==> config.mk <==
export PLATFORM = sky130hd
export DESIGN_NAME = keyframe_sampler_two_slot_unit
export DESIGN_NICKNAME = d
export VERILOG_FILES = /design/src/rtl/kfs_pkg.sv /design/src/rtl/keyframe_sampler_two_slot_unit.sv
export SDC_FILE = /design/constraint.sdc
export NUM_CORES = 1
export LEC_CHECK = 0
export BUFFER_PORTS_ARGS = -buffer_cell sky130_fd_sc_hd__buf_2
export CAP_MARGIN = 20
export CORE_ASPECT_RATIO = 1.25
export CORE_UTILIZATION = 45
export DETAILED_ROUTE_END_ITERATION = 10
export HOLD_SLACK_MARGIN = 0.08
export PLACE_DENSITY = 0.73
export SYNTH_ARGS = -nofsm -noshare
export SYNTH_HDL_FRONTEND = slang
export SYNTH_SLANG_ARGS = --single-unit
==> constraint.sdc <==
create_clock -name clk_i -period 7.45 [get_ports clk_i]
set_input_delay 1.49 -clock clk_i [delete_from_list [all_inputs] [get_ports clk_i]]
set_output_delay 1.49 -clock clk_i [all_outputs]
set_load 0.1 [all_outputs]
==> src/rtl/kfs_pkg.sv <==
`default_nettype none

package kfs_pkg;

  // Field and state widths
  localparam int unsigned FRAME_BITS = 12;
  localparam int unsigned FRAC_BITS  = 16;
  localparam int unsigned TV_W       = 24;
  localparam int unsigned FPS_W      = 8;
  localparam int unsigned POS_W      = FRAME_BITS + FRAC_BITS;
  localparam int unsigned LERP_W     = 17;
  localparam int unsigned SLOT_W     = FRAME_BITS + 1;

  // Product of time and rate, then rescaled to FRAC_BITS fraction bits
  localparam int unsigned MUL_W   = TV_W + FPS_W + 1;
  localparam int unsigned SHL     = (FRAC_BITS > 16) ? FRAC_BITS - 16 : 0;
  localparam int unsigned SHR     = (FRAC_BITS < 16) ? 16 - FRAC_BITS : 0;
  localparam int unsigned MOVED_W = MUL_W + SHL;
  localparam int unsigned SUM_W   = MOVED_W + 1;
  localparam int unsigned REM_W   = POS_W + 1;

  // Configuration port
  localparam int unsigned CFG_IDX_W  = 2;
  localparam int unsigned CFG_DATA_W = (FRAME_BITS > FPS_W) ? FRAME_BITS : FPS_W;
  localparam logic [CFG_IDX_W-1:0] CFG_FRAME_COUNT = CFG_IDX_W'(0);
  localparam logic [CFG_IDX_W-1:0] CFG_FPS         = CFG_IDX_W'(1);
  localparam logic [CFG_IDX_W-1:0] CFG_LOOP        = CFG_IDX_W'(2);

  localparam logic [FRAME_BITS-1:0] FC_RESET  = FRAME_BITS'(1);
  localparam logic [FPS_W-1:0]      FPS_RESET = FPS_W'(30);

  // Item kinds
  localparam logic FN_TICK  = 1'b0;
  localparam logic FN_START = 1'b1;

  localparam logic [SLOT_W-1:0] SLOT_EMPTY = '1;
  localparam logic [LERP_W-1:0] ONE_Q16    = LERP_W'(65536);

  typedef struct packed {
    logic                  valid;
    logic [FRAME_BITS-1:0] frame;
    logic                  slot;
  } req_t;

  localparam int unsigned OUT_RAW_W = 2 * (FRAME_BITS + 2) + 1 + LERP_W + 2 + POS_W;
  localparam int unsigned OUT_W     = 8 * ((OUT_RAW_W + 7) / 8);

  // Result item, last member in the lowest bits
  typedef struct packed {
    logic [OUT_W-OUT_RAW_W-1:0] pad;
    logic [POS_W-1:0]           frame_position;
    logic                       running;
    logic                       done_flag;
    logic [LERP_W-1:0]          blend_weight;
    logic                       newer_slot;
    logic                       second_request_slot;
    logic [FRAME_BITS-1:0]      second_request_frame;
    logic                       second_request_valid;
    logic                       first_request_slot;
    logic [FRAME_BITS-1:0]      first_request_frame;
    logic                       first_request_valid;
  } out_item_t;

  // Q.16 frames to FRAC_BITS fraction bits, floor on the way down
  function automatic logic signed [MOVED_W-1:0] rescale(input logic signed [MUL_W-1:0] v);
    logic signed [MOVED_W-1:0] w;
    w = MOVED_W'(v);
    if (FRAC_BITS >= 16) begin
      rescale = w <<< SHL;
    end else begin
      rescale = w >>> SHR;
    end
  endfunction

  // Position fraction to Q1.16 weight
  function automatic logic [LERP_W-1:0] frac_to_lerp(input logic [FRAC_BITS-1:0] f);
    logic [LERP_W+FRAC_BITS-1:0] w;
    w = (LERP_W + FRAC_BITS)'(f);
    if (FRAC_BITS >= 16) begin
      w = w >> SHL;
    end else begin
      w = w << SHR;
    end
    frac_to_lerp = w[LERP_W-1:0];
  endfunction

  // Fold a frame past the end back into the clip, or saturate it
  function automatic logic [FRAME_BITS-1:0] limit_frame(input logic [SLOT_W-1:0] f,
                                                        input logic [FRAME_BITS-1:0] fc,
                                                        input logic lp);
    logic [SLOT_W-1:0] g;
    logic [SLOT_W-1:0] n;
    g = f;
    n = {1'b0, fc};
    if (g >= n) begin
      if (lp) begin
        g = g - n;
      end
      if (g >= n) begin
        g = n - SLOT_W'(1);
      end
    end
    limit_frame = g[FRAME_BITS-1:0];
  endfunction

endpackage

`default_nettype wire

==> src/rtl/keyframe_sampler_two_slot_unit.sv <==
`default_nettype none

// Channel   | Dir | Signals                         | Contents
// s_axis    | in  | tvalid/tready, tdata[23:0], tuser[0] | tdata: time_value; tuser: func
// m_axis    | out | tvalid/tready, tdata[79:0]      | see m_axis_tdata_o below
// cfg       | in  | cfg_we_i, cfg_idx_i, cfg_data_i | 0 clip length, 1 fps, 2 loop_enable
//
// A result is on m_axis once its item has passed the shift-add multiply, one step per
// bit of the rate register, then the sum, range, two resolve and output states. A wrap
// adds the bit-serial remainder (34 steps, one per bit of the position sum) and one
// fix-up. An idle or finished tick skips from the sum to the output, an empty clip from
// the first resolve state. One item is in work at a time; the next accept comes the
// cycle after a result is loaded, and a result still waiting on m_axis holds the next
// item in its last state. Reset is immediate, with no clearing pass.

module keyframe_sampler_two_slot_unit
  import kfs_pkg::*;
(
  input  wire logic                  clk_i,
  input  wire logic                  rst_ni,
  input  wire logic                  s_axis_tvalid_i,
  output logic                       s_axis_tready_o,
  input  wire logic [TV_W-1:0]       s_axis_tdata_i,   // [23:0] time_value
  input  wire logic [0:0]            s_axis_tuser_i,   // [0] func
  output logic                       m_axis_tvalid_o,
  input  wire logic                  m_axis_tready_i,
  // [0] first_request_valid, [12:1] first_request_frame, [13] first_request_slot,
  // [14] second_request_valid, [26:15] second_request_frame, [27] second_request_slot,
  // [28] newer_slot, [45:29] blend_weight, [46] done_flag, [47] running,
  // [75:48] frame_position, [79:76] zero
  output logic [OUT_W-1:0]           m_axis_tdata_o,
  input  wire logic                  cfg_we_i,
  input  wire logic [CFG_IDX_W-1:0]  cfg_idx_i,
  input  wire logic [CFG_DATA_W-1:0] cfg_data_i
);

  localparam int unsigned CNT_W = $clog2(SUM_W);

  typedef enum logic [3:0] {
    ST_IDLE,
    ST_MUL,
    ST_SUM,
    ST_RANGE,
    ST_MOD,
    ST_FIX,
    ST_RES1,
    ST_RES2,
    ST_OUT
  } state_e;

  state_e state_q, state_d;

  logic [FRAME_BITS-1:0] fc_q, fc_d;
  logic [FPS_W-1:0]      fps_q, fps_d;
  logic                  loop_q, loop_d;

  logic                     func_q, func_d;
  logic signed [TV_W-1:0]   tv_q, tv_d;
  logic signed [MUL_W-1:0]  mcand_q, mcand_d;
  logic [FPS_W-1:0]         mplier_q, mplier_d;
  logic signed [MUL_W-1:0]  acc_q, acc_d;
  logic [CNT_W-1:0]         cnt_q, cnt_d;
  logic signed [SUM_W-1:0]  p_q, p_d;
  logic                     neg_q, neg_d;
  logic [SUM_W-1:0]         mag_q, mag_d;
  logic [REM_W-1:0]         rem_q, rem_d;

  logic                  active_q, active_d;
  logic                  finished_q, finished_d;
  logic [POS_W-1:0]      pos_q, pos_d;
  logic [SLOT_W-1:0]     slot_q [2];
  logic [SLOT_W-1:0]     slot_d [2];
  logic                  newer_q, newer_d;
  logic [LERP_W-1:0]     blend_q, blend_d;
  logic [FRAME_BITS-1:0] prev_q, prev_d;
  logic [FRAME_BITS-1:0] next_q, next_d;
  logic [LERP_W-1:0]     lerp_q, lerp_d;
  req_t                  req_q [2];
  req_t                  req_d [2];

  logic      m_valid_q, m_valid_d;
  out_item_t m_data_q, m_data_d;

  // Combinational helpers
  logic signed [MOVED_W-1:0] moved_c;
  logic [POS_W-1:0]          len_c;
  logic signed [SUM_W-1:0]   len_s_c;
  logic                      below_c, over_c, past_c;
  logic [POS_W-1:0]          clamp_c;
  logic [REM_W-1:0]          trial_c;
  logic [SLOT_W-1:0]         ipart_c;
  logic [FRAC_BITS-1:0]      frac_c;
  logic [FRAME_BITS-1:0]     prev_c, next_c;
  logic                      sp0_c, sp1_c, sn0_c, sn1_c;
  logic                      sp_hit_c, sn_hit_c, sp_idx_c, sn_idx_c;
  logic                      nw_c;

  assign s_axis_tready_o = (state_q == ST_IDLE);
  assign m_axis_tvalid_o = m_valid_q;
  assign m_axis_tdata_o  = m_data_q;

  // Shared decode of the position and the clip length
  always_comb begin
    moved_c = rescale(acc_q);
    len_c   = {fc_q, {FRAC_BITS{1'b0}}};
    len_s_c = $signed(SUM_W'(len_c));
    below_c = p_q[SUM_W-1];
    over_c  = (p_q >= len_s_c);
    past_c  = (p_q > len_s_c);
    if (below_c) begin
      clamp_c = '0;
    end else if (past_c) begin
      clamp_c = len_c;
    end else begin
      clamp_c = p_q[POS_W-1:0];
    end
    trial_c = {rem_q[POS_W-1:0], mag_q[SUM_W-1]};
    ipart_c = {1'b0, pos_q[POS_W-1:FRAC_BITS]};
    frac_c  = pos_q[FRAC_BITS-1:0];
    prev_c  = limit_frame(ipart_c, fc_q, loop_q);
    next_c  = limit_frame(ipart_c + SLOT_W'(frac_c != '0), fc_q, loop_q);
    sp0_c   = (slot_q[0] == {1'b0, prev_q});
    sp1_c   = (slot_q[1] == {1'b0, prev_q});
    sn0_c   = (slot_q[0] == {1'b0, next_q});
    sn1_c   = (slot_q[1] == {1'b0, next_q});
    sp_hit_c = sp0_c | sp1_c;
    sn_hit_c = sn0_c | sn1_c;
    sp_idx_c = !sp0_c;
    sn_idx_c = !sn0_c;
  end

  // Next-state logic
  always_comb begin
    state_d    = state_q;
    fc_d       = fc_q;
    fps_d      = fps_q;
    loop_d     = loop_q;
    func_d     = func_q;
    tv_d       = tv_q;
    mcand_d    = mcand_q;
    mplier_d   = mplier_q;
    acc_d      = acc_q;
    cnt_d      = cnt_q;
    p_d        = p_q;
    neg_d      = neg_q;
    mag_d      = mag_q;
    rem_d      = rem_q;
    active_d   = active_q;
    finished_d = finished_q;
    pos_d      = pos_q;
    slot_d     = slot_q;
    newer_d    = newer_q;
    blend_d    = blend_q;
    prev_d     = prev_q;
    next_d     = next_q;
    lerp_d     = lerp_q;
    req_d      = req_q;
    m_valid_d  = m_valid_q;
    m_data_d   = m_data_q;
    nw_c       = 1'b0;

    // Configuration writes
    if (cfg_we_i) begin
      unique case (cfg_idx_i)
        CFG_FRAME_COUNT: fc_d   = cfg_data_i[FRAME_BITS-1:0];
        CFG_FPS:         fps_d  = cfg_data_i[FPS_W-1:0];
        CFG_LOOP:        loop_d = cfg_data_i[0];
        default: ;
      endcase
    end

    // Drop the result once taken
    if (m_valid_q && m_axis_tready_i) begin
      m_valid_d = 1'b0;
    end

    unique case (state_q)
      ST_IDLE: begin
        if (s_axis_tvalid_i) begin
          func_d   = s_axis_tuser_i[0];
          tv_d     = $signed(s_axis_tdata_i);
          mcand_d  = MUL_W'($signed(s_axis_tdata_i));
          mplier_d = fps_q;
          acc_d    = '0;
          cnt_d    = '0;
          req_d[0] = '0;
          req_d[1] = '0;
          state_d  = ST_MUL;
        end
      end

      // Shift-add multiply, one rate bit per cycle
      ST_MUL: begin
        if (mplier_q[0]) begin
          acc_d = acc_q + mcand_q;
        end
        mcand_d  = mcand_q <<< 1;
        mplier_d = mplier_q >> 1;
        cnt_d    = cnt_q + CNT_W'(1);
        if (cnt_q == CNT_W'(FPS_W - 1)) begin
          state_d = ST_SUM;
        end
      end

      // Form the new position
      ST_SUM: begin
        if (func_q == FN_START) begin
          p_d        = SUM_W'(moved_c);
          active_d   = 1'b1;
          finished_d = 1'b0;
          slot_d[0]  = SLOT_EMPTY;
          slot_d[1]  = SLOT_EMPTY;
          blend_d    = ONE_Q16;
          state_d    = ST_RANGE;
        end else if (!active_q) begin
          state_d = ST_OUT;
        end else if (finished_q) begin
          active_d = 1'b0;
          state_d  = ST_OUT;
        end else begin
          p_d     = SUM_W'($signed({1'b0, pos_q})) + SUM_W'(moved_c);
          state_d = ST_RANGE;
        end
      end

      // Wrap, clamp or keep
      ST_RANGE: begin
        state_d = ST_RES1;
        if (loop_q) begin
          if (below_c || over_c) begin
            neg_d   = below_c;
            mag_d   = below_c ? $unsigned(-p_q) : $unsigned(p_q);
            rem_d   = '0;
            cnt_d   = '0;
            state_d = ST_MOD;
          end else begin
            pos_d = p_q[POS_W-1:0];
          end
        end else if (func_q == FN_START) begin
          pos_d = clamp_c;
        end else if ((over_c && !tv_q[TV_W-1] && (tv_q != '0)) ||
                     (below_c && tv_q[TV_W-1])) begin
          pos_d      = clamp_c;
          finished_d = 1'b1;
        end else begin
          pos_d = p_q[POS_W-1:0];
        end
      end

      // Restoring remainder, one bit of the magnitude per cycle
      ST_MOD: begin
        if (trial_c >= {1'b0, len_c}) begin
          rem_d = trial_c - {1'b0, len_c};
        end else begin
          rem_d = trial_c;
        end
        mag_d = mag_q << 1;
        cnt_d = cnt_q + CNT_W'(1);
        if (cnt_q == CNT_W'(SUM_W - 1)) begin
          state_d = ST_FIX;
        end
      end

      // Make the remainder non-negative
      ST_FIX: begin
        if (neg_q && (rem_q != '0)) begin
          pos_d = len_c - rem_q[POS_W-1:0];
        end else begin
          pos_d = rem_q[POS_W-1:0];
        end
        state_d = ST_RES1;
      end

      // Frames on either side of the position
      ST_RES1: begin
        if (fc_q == '0) begin
          pos_d   = '0;
          blend_d = ONE_Q16;
          state_d = ST_OUT;
        end else begin
          prev_d  = prev_c;
          next_d  = next_c;
          lerp_d  = (prev_c == next_c) ? ONE_Q16 : frac_to_lerp(frac_c);
          state_d = ST_RES2;
        end
      end

      // Look the frames up in the slots and request what is missing
      ST_RES2: begin
        if (!sp_hit_c && !sn_hit_c) begin
          blend_d = lerp_q;
          newer_d = 1'b1;
          if (prev_q != next_q) begin
            slot_d[0] = {1'b0, prev_q};
            slot_d[1] = {1'b0, next_q};
            req_d[0]  = '{valid: 1'b1, frame: prev_q, slot: 1'b0};
            req_d[1]  = '{valid: 1'b1, frame: next_q, slot: 1'b1};
          end else begin
            slot_d[1] = {1'b0, next_q};
            req_d[0]  = '{valid: 1'b1, frame: next_q, slot: 1'b1};
          end
        end else if (!sn_hit_c) begin
          nw_c         = !sp_idx_c;
          blend_d      = lerp_q;
          newer_d      = nw_c;
          slot_d[nw_c] = {1'b0, next_q};
          req_d[0]     = '{valid: 1'b1, frame: next_q, slot: nw_c};
        end else if (!sp_hit_c) begin
          nw_c         = !sn_idx_c;
          blend_d      = ONE_Q16 - lerp_q;
          newer_d      = nw_c;
          slot_d[nw_c] = {1'b0, prev_q};
          req_d[0]     = '{valid: 1'b1, frame: prev_q, slot: nw_c};
        end else if (sp_idx_c == sn_idx_c) begin
          blend_d = ONE_Q16;
          newer_d = sn_idx_c;
        end else begin
          blend_d = (sn_idx_c == newer_q) ? lerp_q : ONE_Q16 - lerp_q;
        end
        state_d = ST_OUT;
      end

      // Load the output register when it is free
      ST_OUT: begin
        if (!m_valid_q || m_axis_tready_i) begin
          m_valid_d                     = 1'b1;
          m_data_d.pad                  = '0;
          m_data_d.frame_position       = pos_q;
          m_data_d.running              = active_q;
          m_data_d.done_flag            = finished_q;
          m_data_d.blend_weight         = blend_q;
          m_data_d.newer_slot           = newer_q;
          m_data_d.second_request_slot  = req_q[1].slot;
          m_data_d.second_request_frame = req_q[1].frame;
          m_data_d.second_request_valid = req_q[1].valid;
          m_data_d.first_request_slot   = req_q[0].slot;
          m_data_d.first_request_frame  = req_q[0].frame;
          m_data_d.first_request_valid  = req_q[0].valid;
          state_d                       = ST_IDLE;
        end
      end

      default: state_d = ST_IDLE;
    endcase
  end

  // State and registered outputs
  always_ff @(posedge clk_i or negedge rst_ni) begin
    if (!rst_ni) begin
      state_q    <= ST_IDLE;
      fc_q       <= FC_RESET;
      fps_q      <= FPS_RESET;
      loop_q     <= 1'b0;
      func_q     <= FN_TICK;
      tv_q       <= '0;
      mcand_q    <= '0;
      mplier_q   <= '0;
      acc_q      <= '0;
      cnt_q      <= '0;
      p_q        <= '0;
      neg_q      <= 1'b0;
      mag_q      <= '0;
      rem_q      <= '0;
      active_q   <= 1'b0;
      finished_q <= 1'b0;
      pos_q      <= '0;
      slot_q[0]  <= SLOT_EMPTY;
      slot_q[1]  <= SLOT_EMPTY;
      newer_q    <= 1'b0;
      blend_q    <= '0;
      prev_q     <= '0;
      next_q     <= '0;
      lerp_q     <= '0;
      req_q[0]   <= '0;
      req_q[1]   <= '0;
      m_valid_q  <= 1'b0;
      m_data_q   <= '0;
    end else begin
      state_q    <= state_d;
      fc_q       <= fc_d;
      fps_q      <= fps_d;
      loop_q     <= loop_d;
      func_q     <= func_d;
      tv_q       <= tv_d;
      mcand_q    <= mcand_d;
      mplier_q   <= mplier_d;
      acc_q      <= acc_d;
      cnt_q      <= cnt_d;
      p_q        <= p_d;
      neg_q      <= neg_d;
      mag_q      <= mag_d;
      rem_q      <= rem_d;
      active_q   <= active_d;
      finished_q <= finished_d;
      pos_q      <= pos_d;
      slot_q     <= slot_d;
      newer_q    <= newer_d;
      blend_q    <= blend_d;
      prev_q     <= prev_d;
      next_q     <= next_d;
      lerp_q     <= lerp_d;
      req_q      <= req_d;
      m_valid_q  <= m_valid_d;
      m_data_q   <= m_data_d;
    end
  end

  // Two requests in one item go to different slots
  a_req_slots_differ: assert property (@(posedge clk_i) disable iff (!rst_ni)
    m_valid_q && m_data_q.first_request_valid && m_data_q.second_request_valid
    |-> m_data_q.first_request_slot != m_data_q.second_request_slot)
    else $error("both requests target one slot");

  // A second request never comes without a first
  a_req_order: assert property (@(posedge clk_i) disable iff (!rst_ni)
    m_valid_q && m_data_q.second_request_valid |-> m_data_q.first_request_valid)
    else $error("second request without first");

  // The slots never hold the same frame
  a_slots_distinct: assert property (@(posedge clk_i) disable iff (!rst_ni)
    (slot_q[0] != slot_q[1]) || (slot_q[0] == SLOT_EMPTY))
    else $error("both slots hold one frame");

endmodule

`default_nettype wire
# [Word-level counts from Yosys, hierarchy flattened]
# Cells that the tools add are included.
# W data, S select, Z words.
[word_totals] register_bits=448 in_bits=44 output_inout_bits=82
[op_classes] add_sub_neg=11 magnitude_cmp=11 eq_ne=39 n_mux=94 n_bitwise=5 reduce_logical=54
[ops] op="$mux W28" count=9
[ops] op="$mux W34" count=6
[ops] op="$mux W17" count=8
[ops] op="$pmux W33 S2" count=2
[ops] op="$mux W13" count=8
[ops] op="$mux W26" count=4
[ops] op="$mux W33" count=3
[ops] op="$mux W29" count=3
[ops] op="$pmux W28 S3" count=1
[ops] op="$mux W14" count=5
[ops] op="$pmux W34 S2" count=1
[ops] op="$pmux W29 S2" count=1
[ops] op="$pmux W28 S2" count=1
[ops] op="$bwmux W26" count=2
[ops] op="$eq A13 B12 Y1" count=4
[ops] op="$pmux W26 S2" count=1
[ops] op="$pmux W17 S3" count=1
[ops] op="$mux W12" count=4
[ops] op="$ge A13 B12 Y1" count=3
[ops] op="$pmux W4 S9" count=1
[ops] op="$add A29 B33 Y34" count=1
[ops] op="$ge A34 B29 Y1" count=1
[ops] op="$gt A34 B29 Y1" count=1
[ops] op="$neg A34 Y34" count=1
[ops] op="other kinds (56)" count=142

# [Logic depth before layout (Yosys ltp)]
[logic_depth] depth_word=11 depth_mapped=30 ltp_nobuf=28

# [Worst setup path before layout]
# Ideal clock, no wire load.
[synth_timing] path_type="flip-flop to flip-flop" from="reg pos_q[1]" to="reg lerp_q[10]" setup_time_ns=0.119 t_arrival_ns=5.910 required_time_ns=7.331 path_slack_ns=1.421 stages_incl_launch_ff=26 path_cell_list="dfrtp_1 nor4_1 nand4_1 ha_1 ha_1 xor2_1 ha_1 o21a_1 o31a_1 o41a_1 o41a_1 xnor2_1 mux2_2 ha_1 o21a_1 o21a_1 o31a_1 a41oi_1 nand3_1 mux2_2 o21ai_0 xnor2_1 nand4_1 nor4_4 buf_6 a21oi_2"
[synth_between] elab_chain_cells=10 elab_cells_between_ends=11
[synth_lines] element="from (decl)" line="keyframe_sampler_two_slot_unit.sv:70" rtl="logic [POS_W-1:0] pos_q, pos_d;"
[synth_lines] element="from (signal assigned)" line="keyframe_sampler_two_slot_unit.sv:395" rtl="pos_q <= pos_d;"
[synth_lines] element="$reduce_bool A16 Y1 (*)" line="keyframe_sampler_two_slot_unit.sv:121" rtl="next_c = limit_frame(ipart_c + SLOT_W'(frac_c != '0), fc_q, loop_q);"
[synth_lines] element="$add A12 B1 Y13 (*)" line="keyframe_sampler_two_slot_unit.sv:121"
[synth_lines] element="$sub A13 B12 Y13" line="kfs_pkg.sv:97" rtl="g = g - n;"
[synth_lines] element="$mux W13" line="kfs_pkg.sv:96" rtl="if (lp) begin"
[synth_lines] element="$mux W13" line="kfs_pkg.sv:95" rtl="if (g >= n) begin"
[synth_lines] element="$ge A13 B12 Y1" line="kfs_pkg.sv:99" rtl="if (g >= n) begin"
[synth_lines] element="$mux W12" line="kfs_pkg.sv:99"
[synth_lines] element="$mux W12 (*)" line="kfs_pkg.sv:95"
[synth_lines] element="$eq A12 B12 Y1 (*)" line="keyframe_sampler_two_slot_unit.sv:283" rtl="lerp_d = (prev_c == next_c) ? ONE_Q16 : frac_to_lerp(frac_c);"
[synth_lines] element="$mux W17 (*)" line="keyframe_sampler_two_slot_unit.sv:283"
[synth_lines] element="to (signal assigned)" line="keyframe_sampler_two_slot_unit.sv:401" rtl="lerp_q <= lerp_d;"
[synth_lines] element="to (decl)" line="keyframe_sampler_two_slot_unit.sv:77" rtl="logic [LERP_W-1:0] lerp_q, lerp_d;"
# Every way passes the cells marked *; elsewhere a longest branch is shown, timed or not. The select of a mux whose other input is x is not followed.
# A chain may end at the register's enable or synchronous reset.

# [Worst setup path in the final report]
[layout_timing] from="reg pos_q[5]" to="reg lerp_q[5]"
[layout_between] elab_chain_cells=10 elab_cells_between_ends=11
[layout_lines] element="$reduce_bool A16 Y1" line="keyframe_sampler_two_slot_unit.sv:121"
[layout_lines] element="$add A12 B1 Y13" line="keyframe_sampler_two_slot_unit.sv:121"
[layout_lines] element="$sub A13 B12 Y13" line="kfs_pkg.sv:97"
[layout_lines] element="$mux W13" line="kfs_pkg.sv:96"
[layout_lines] element="$mux W13" line="kfs_pkg.sv:95"
[layout_lines] element="$ge A13 B12 Y1" line="kfs_pkg.sv:99"
[layout_lines] element="$mux W12" line="kfs_pkg.sv:99"
[layout_lines] element="$mux W12" line="kfs_pkg.sv:95"
[layout_lines] element="$eq A12 B12 Y1" line="keyframe_sampler_two_slot_unit.sv:283"
[layout_lines] element="$mux W17 (*)" line="keyframe_sampler_two_slot_unit.sv:283"
# Marked as above.

==> impl_metrics.csv <==
group,metric,value,unit
cts,cts-hold-fix-buffers,0,
critical_path,ff2ff_path_depth,26,
drt,detailedRoute.firstIterationViolations,1871,
sta,max_clock_freq,144,MHz
sta,min_tclk_post_route,6970,ps
floorplanning,floorplan.rows,102,
worst_hold_path,worstHoldStart,"fps_q[7]$_DFFE_PN0P_",
sta,setup_ws,482,ps
grt,grt_util_all_layers,0.249,
critical_path,setup.worst_path.start_class,"register",
floorplanning,effective_utilization_at_floorplan,0.455,
grt,grt_first_pass_wirelength,125000,um
critical_path,timing.setup.critical_path_class,"register to register",
drt,average_vias_per_placed_instance,5.89,
power_and_ir_drop,maximum_vdd_drop,0.222,mV
critical_path,register_to_register_setup_slack,480,ps
cts,htree_num_levels,2,
run,timing.max_cap.violations,0,
critical_path,cp_common_cell,"sky130_fd_sc_hd__ha_1",
critical_path,crit_fanout,17,
drt,vias,24000,
floorplanning,die_area,0.0634,sq mm
floorplanning,core_area,0.0618,sq mm
sta,hold_violations,0,
grt,antenna_found_initial,0,
cts,worst_skew_pair.late_latency,620,ps
cts,clockRootBuffer,"sky130_fd_sc_hd__clkbuf_16",
final_layout,layout_commonest_cell,"sky130_fd_sc_hd__nand2_1",
grt,globalRouteOverflowTotal,0,
placement,placement.setup.worst_slack,464,ps
drt,post_drt_wl_per_cell,19.3,um
cts,cts_buf_count,49,
sta,final.setup.tns,0,ps
worst_hold_path,worst_hold_path_type,"register to register",
drt,detailedRoute.firstPassIterationCount,6,
placement,numPortBuffers,121,
final_layout,finish.net_count,3400,
final_layout,number_of_antenna_diodes,0,
sta,final.period_utilization,0.935,
cts,clock_tree_from_tritoncts,"done",
floorplanning,top_level_ports,126,
final_layout,layout-area-overhead-vs-synth,11.0,%
final_layout,drive_gt1_frac,0.129,
floorplanning,die_h,281,um
yosys,synth-warning-count,0,
cts,numClockSinks,446,
sta,max-slew-margin-rel,0.257,
yosys,synth-main-ff-cell,"sky130_fd_sc_hd__dfrtp_1",
critical_path,end_kind,"register",
yosys,netlist_area,0.0281,sq mm
sta,final_max_tran_viols,0,
cts,cts_setup_buffers,0,
yosys,synth_edf_count,0,
drt,wl,78500,um
drt,drc_errors,0,
cts,clockBufferDepth,3,
final_layout,post-route-util,0.505,
worst_hold_path,hold-path-cell-count,2,
floorplanning,die_width,225,um
drt,postRouteAntennaNets,0,
critical_path,worst-endpoint-arrival,7450,ps
yosys,yosys_register_bits,446,
critical_path,worst-endpoint-required,7930,ps
cts,number_of_gates_given_a_new_drive_strength_after_cts,0,
sta,grt_setup_unrepaired,"false",
sta,clock-skew-final,29.6,ps
grt,largest_net_degree_at_the_start_of_global_routing,153,
power_and_ir_drop,powerDensity,505,mW/mm^2
sta,tightest_slew,1110,ps
yosys,ys_seq_area_frac,0.399,
power_and_ir_drop,cellLeakagePower,14.2,nW
grt,first_global_vias,22600,
final_layout,most-common-layout-cells,"472 x sky130_fd_sc_hd__nand2_1, 414 x sky130_fd_sc_hd__dfrtp_1, 279 x sky130_fd_sc_hd__o21ai_0, 230 x sky130_fd_sc_hd__nor2_1, 166 x sky130_fd_sc_hd__a21oi_1",
status,run_status,"finished, final reports clean",
yosys,post_synth.cell_area_avg,8.87,sq um
yosys,synth.lib_cells_used.distinct,87,
critical_path,worstReg2RegStart,"pos_q[5]$_DFFE_PN0P_",
placement,dp_cells,3980,
critical_path,critPathSlowestCell,"sky130_fd_sc_hd__dfrtp_1",
sta,setup_viol,0,
placement,detailedPlacementHpwl,56900,um
placement,gp_congestion,0.953,
final_layout,final_cell_count_no_fill,4071,
yosys,netlist_instances,3165,
critical_path,cp_slowest_stage_delay,430,ps
cts,clk_pin_slew_worst_paths,60,ps
critical_path,regToRegEndpoint,"lerp_q[5]$_DFFE_PN0P_",
yosys,synthArstFlopShare,1.00,
worst_hold_path,worst_hold_path.endpoint,"mplier_q[7]$_DFFE_PN0P_",
-- worst max-delay path by stage --
stage | from | to | slack (ps) | cells after the start
global placement | pos_q[3]$_DFFE_PN0P_ | lerp_q[4]$_DFFE_PN0P_ | 470 | 26
global route | pos_q[3]$_DFFE_PN0P_ | lerp_q[4]$_DFFE_PN0P_ | 50 | 26
detailed placement | pos_q[3]$_DFFE_PN0P_ | lerp_q[3]$_DFFE_PN0P_ | 460 | 26
finish | pos_q[5]$_DFFE_PN0P_ | lerp_q[5]$_DFFE_PN0P_ | 480 | 26
floorplan | pos_q[1]$_DFFE_PN0P_ | lerp_q[10]$_DFFE_PN0P_ | 1420 | 25
CTS | pos_q[3]$_DFFE_PN0P_ | lerp_q[5]$_DFFE_PN0P_ | 460 | 26
-- cell usage after synthesis, types with 7 or more instances --
cell                         n  share of area
sky130_fd_sc_hd__a32oi_1    10         0.0031
sky130_fd_sc_hd__and2_1     19         0.0042
sky130_fd_sc_hd__o211ai_1   11         0.0029
sky130_fd_sc_hd__buf_4       7         0.0019
sky130_fd_sc_hd__a211oi_1   11         0.0029
sky130_fd_sc_hd__o21bai_1   16         0.0043
sky130_fd_sc_hd__dfstp_2    31          0.029
sky130_fd_sc_hd__nand3_1    65          0.012
sky130_fd_sc_hd__nor2_1    234          0.031
sky130_fd_sc_hd__o21ai_0   279          0.050
sky130_fd_sc_hd__a221o_1    17         0.0061
sky130_fd_sc_hd__and4_1      9         0.0028
sky130_fd_sc_hd__mux2i_1    42          0.015
sky130_fd_sc_hd__clkbuf_1  143          0.019
sky130_fd_sc_hd__nor4_1     32         0.0071
sky130_fd_sc_hd__a221oi_1   16         0.0050
sky130_fd_sc_hd__o31ai_1    29         0.0078
sky130_fd_sc_hd__or3_1      23         0.0051
sky130_fd_sc_hd__ha_1      151          0.067
sky130_fd_sc_hd__a21oi_2    10         0.0031
sky130_fd_sc_hd__xnor2_1   150          0.047
sky130_fd_sc_hd__nand2b_1   25         0.0056
sky130_fd_sc_hd__nand2_1   474          0.063
sky130_fd_sc_hd__nand4_1    34         0.0076
sky130_fd_sc_hd__o22ai_1    29         0.0065
sky130_fd_sc_hd__nor3b_1     8         0.0021
sky130_fd_sc_hd__o31a_1      7         0.0022
sky130_fd_sc_hd__a21boi_0   15         0.0040
sky130_fd_sc_hd__a21oi_1   166          0.030
sky130_fd_sc_hd__buf_1      21         0.0028
sky130_fd_sc_hd__a21o_1     53          0.014
sky130_fd_sc_hd__or4_1      17         0.0045
sky130_fd_sc_hd__nor3_1     67          0.012
sky130_fd_sc_hd__nor2b_1    15         0.0033
sky130_fd_sc_hd__o21a_1     35         0.0094
sky130_fd_sc_hd__dfrtp_1   415           0.37
sky130_fd_sc_hd__and3_1     17         0.0038
sky130_fd_sc_hd__mux2_2     95          0.038
sky130_fd_sc_hd__a22oi_1    38          0.010
sky130_fd_sc_hd__o41ai_1    11         0.0034
sky130_fd_sc_hd__xor2_1     73          0.023
sky130_fd_sc_hd__a31oi_1    42         0.0094
sky130_fd_sc_hd__inv_1     101          0.014
-- state kept, by name, indices dropped and copies added, names as in the netlist, 26 cells and up --
signal,count
acc_q,33
m_axis_tdata_o,75
mag_q,34
mcand_q,33
p_q,34
pos_q,28
rem_q,29
req_q,27
slot_q,26
-- worst max-delay path: cells and delay by family (launching register included) --
| kind | cells | cell delay [ps] |
|---|---|---|
| xor+xnor | 1 | 230 |
| fa+ha+maj | 4 | 1230 |
| flops | 1 | 430 |
| simple gates | 12 | 3430 |
| buf+inv | 2 | 290 |
| compound gates | 7 | 1230 |
-- layer usage --
layer  global-route usage  up-vias  wire [um]
met5                    0        -          0
met3               0.0301      182       4170
met1                0.323    11700      33400
met4                0.115        0       3660
li1                     -    11400          -
met2                0.412      747      37300
-- cell families after synthesis --
logic type,after synthesis,synth area share
adders and majority gates,156,0.0708
muxes,137,0.0531
buffers and inverters,280,0.0399
AOI/OAI and AO/OA,865,0.198
and+or+nand+nor,1057,0.170
DFF,446,0.399
other,1,0.000134
xor gates and xnor gates,223,0.0696
-- through the flow --
stage / total power, mW / hold slack (ps) / instance area [sq um]
CTS: 15.7 / 471 / 31200
global placement: 12.9 / 445 / 29400
finish: 15.8 / 470 / 31200
floorplan: 10.9 / 433 / 28100
global route: 16.9 / 499 / 31200
detailed placement: 13.0 / 456 / 29400
-- power breakdown --
part | total [mW] | internal (mW) | switching, mW
Sequential | 4.57 | 3.37 | 1.19
Clock | 2.63 | 1.58 | 1.05
Combinational | 8.57 | 3.15 | 5.43
Total | 15.8 | 8.09 | 7.67
-- cell type report --
class / instances / area [sq um]
fillers: 5812 / 30600
clock buffers: 65 / 1410
multi-input cells: 2442 / 15800
repair buffers: 159 / 966
clock inverters: 25 / 340
inverters: 102 / 383
well taps: 832 / 1040
flip-flops and latches: 446 / 11200
Note: power is estimated with default switching activity, not from simulation.
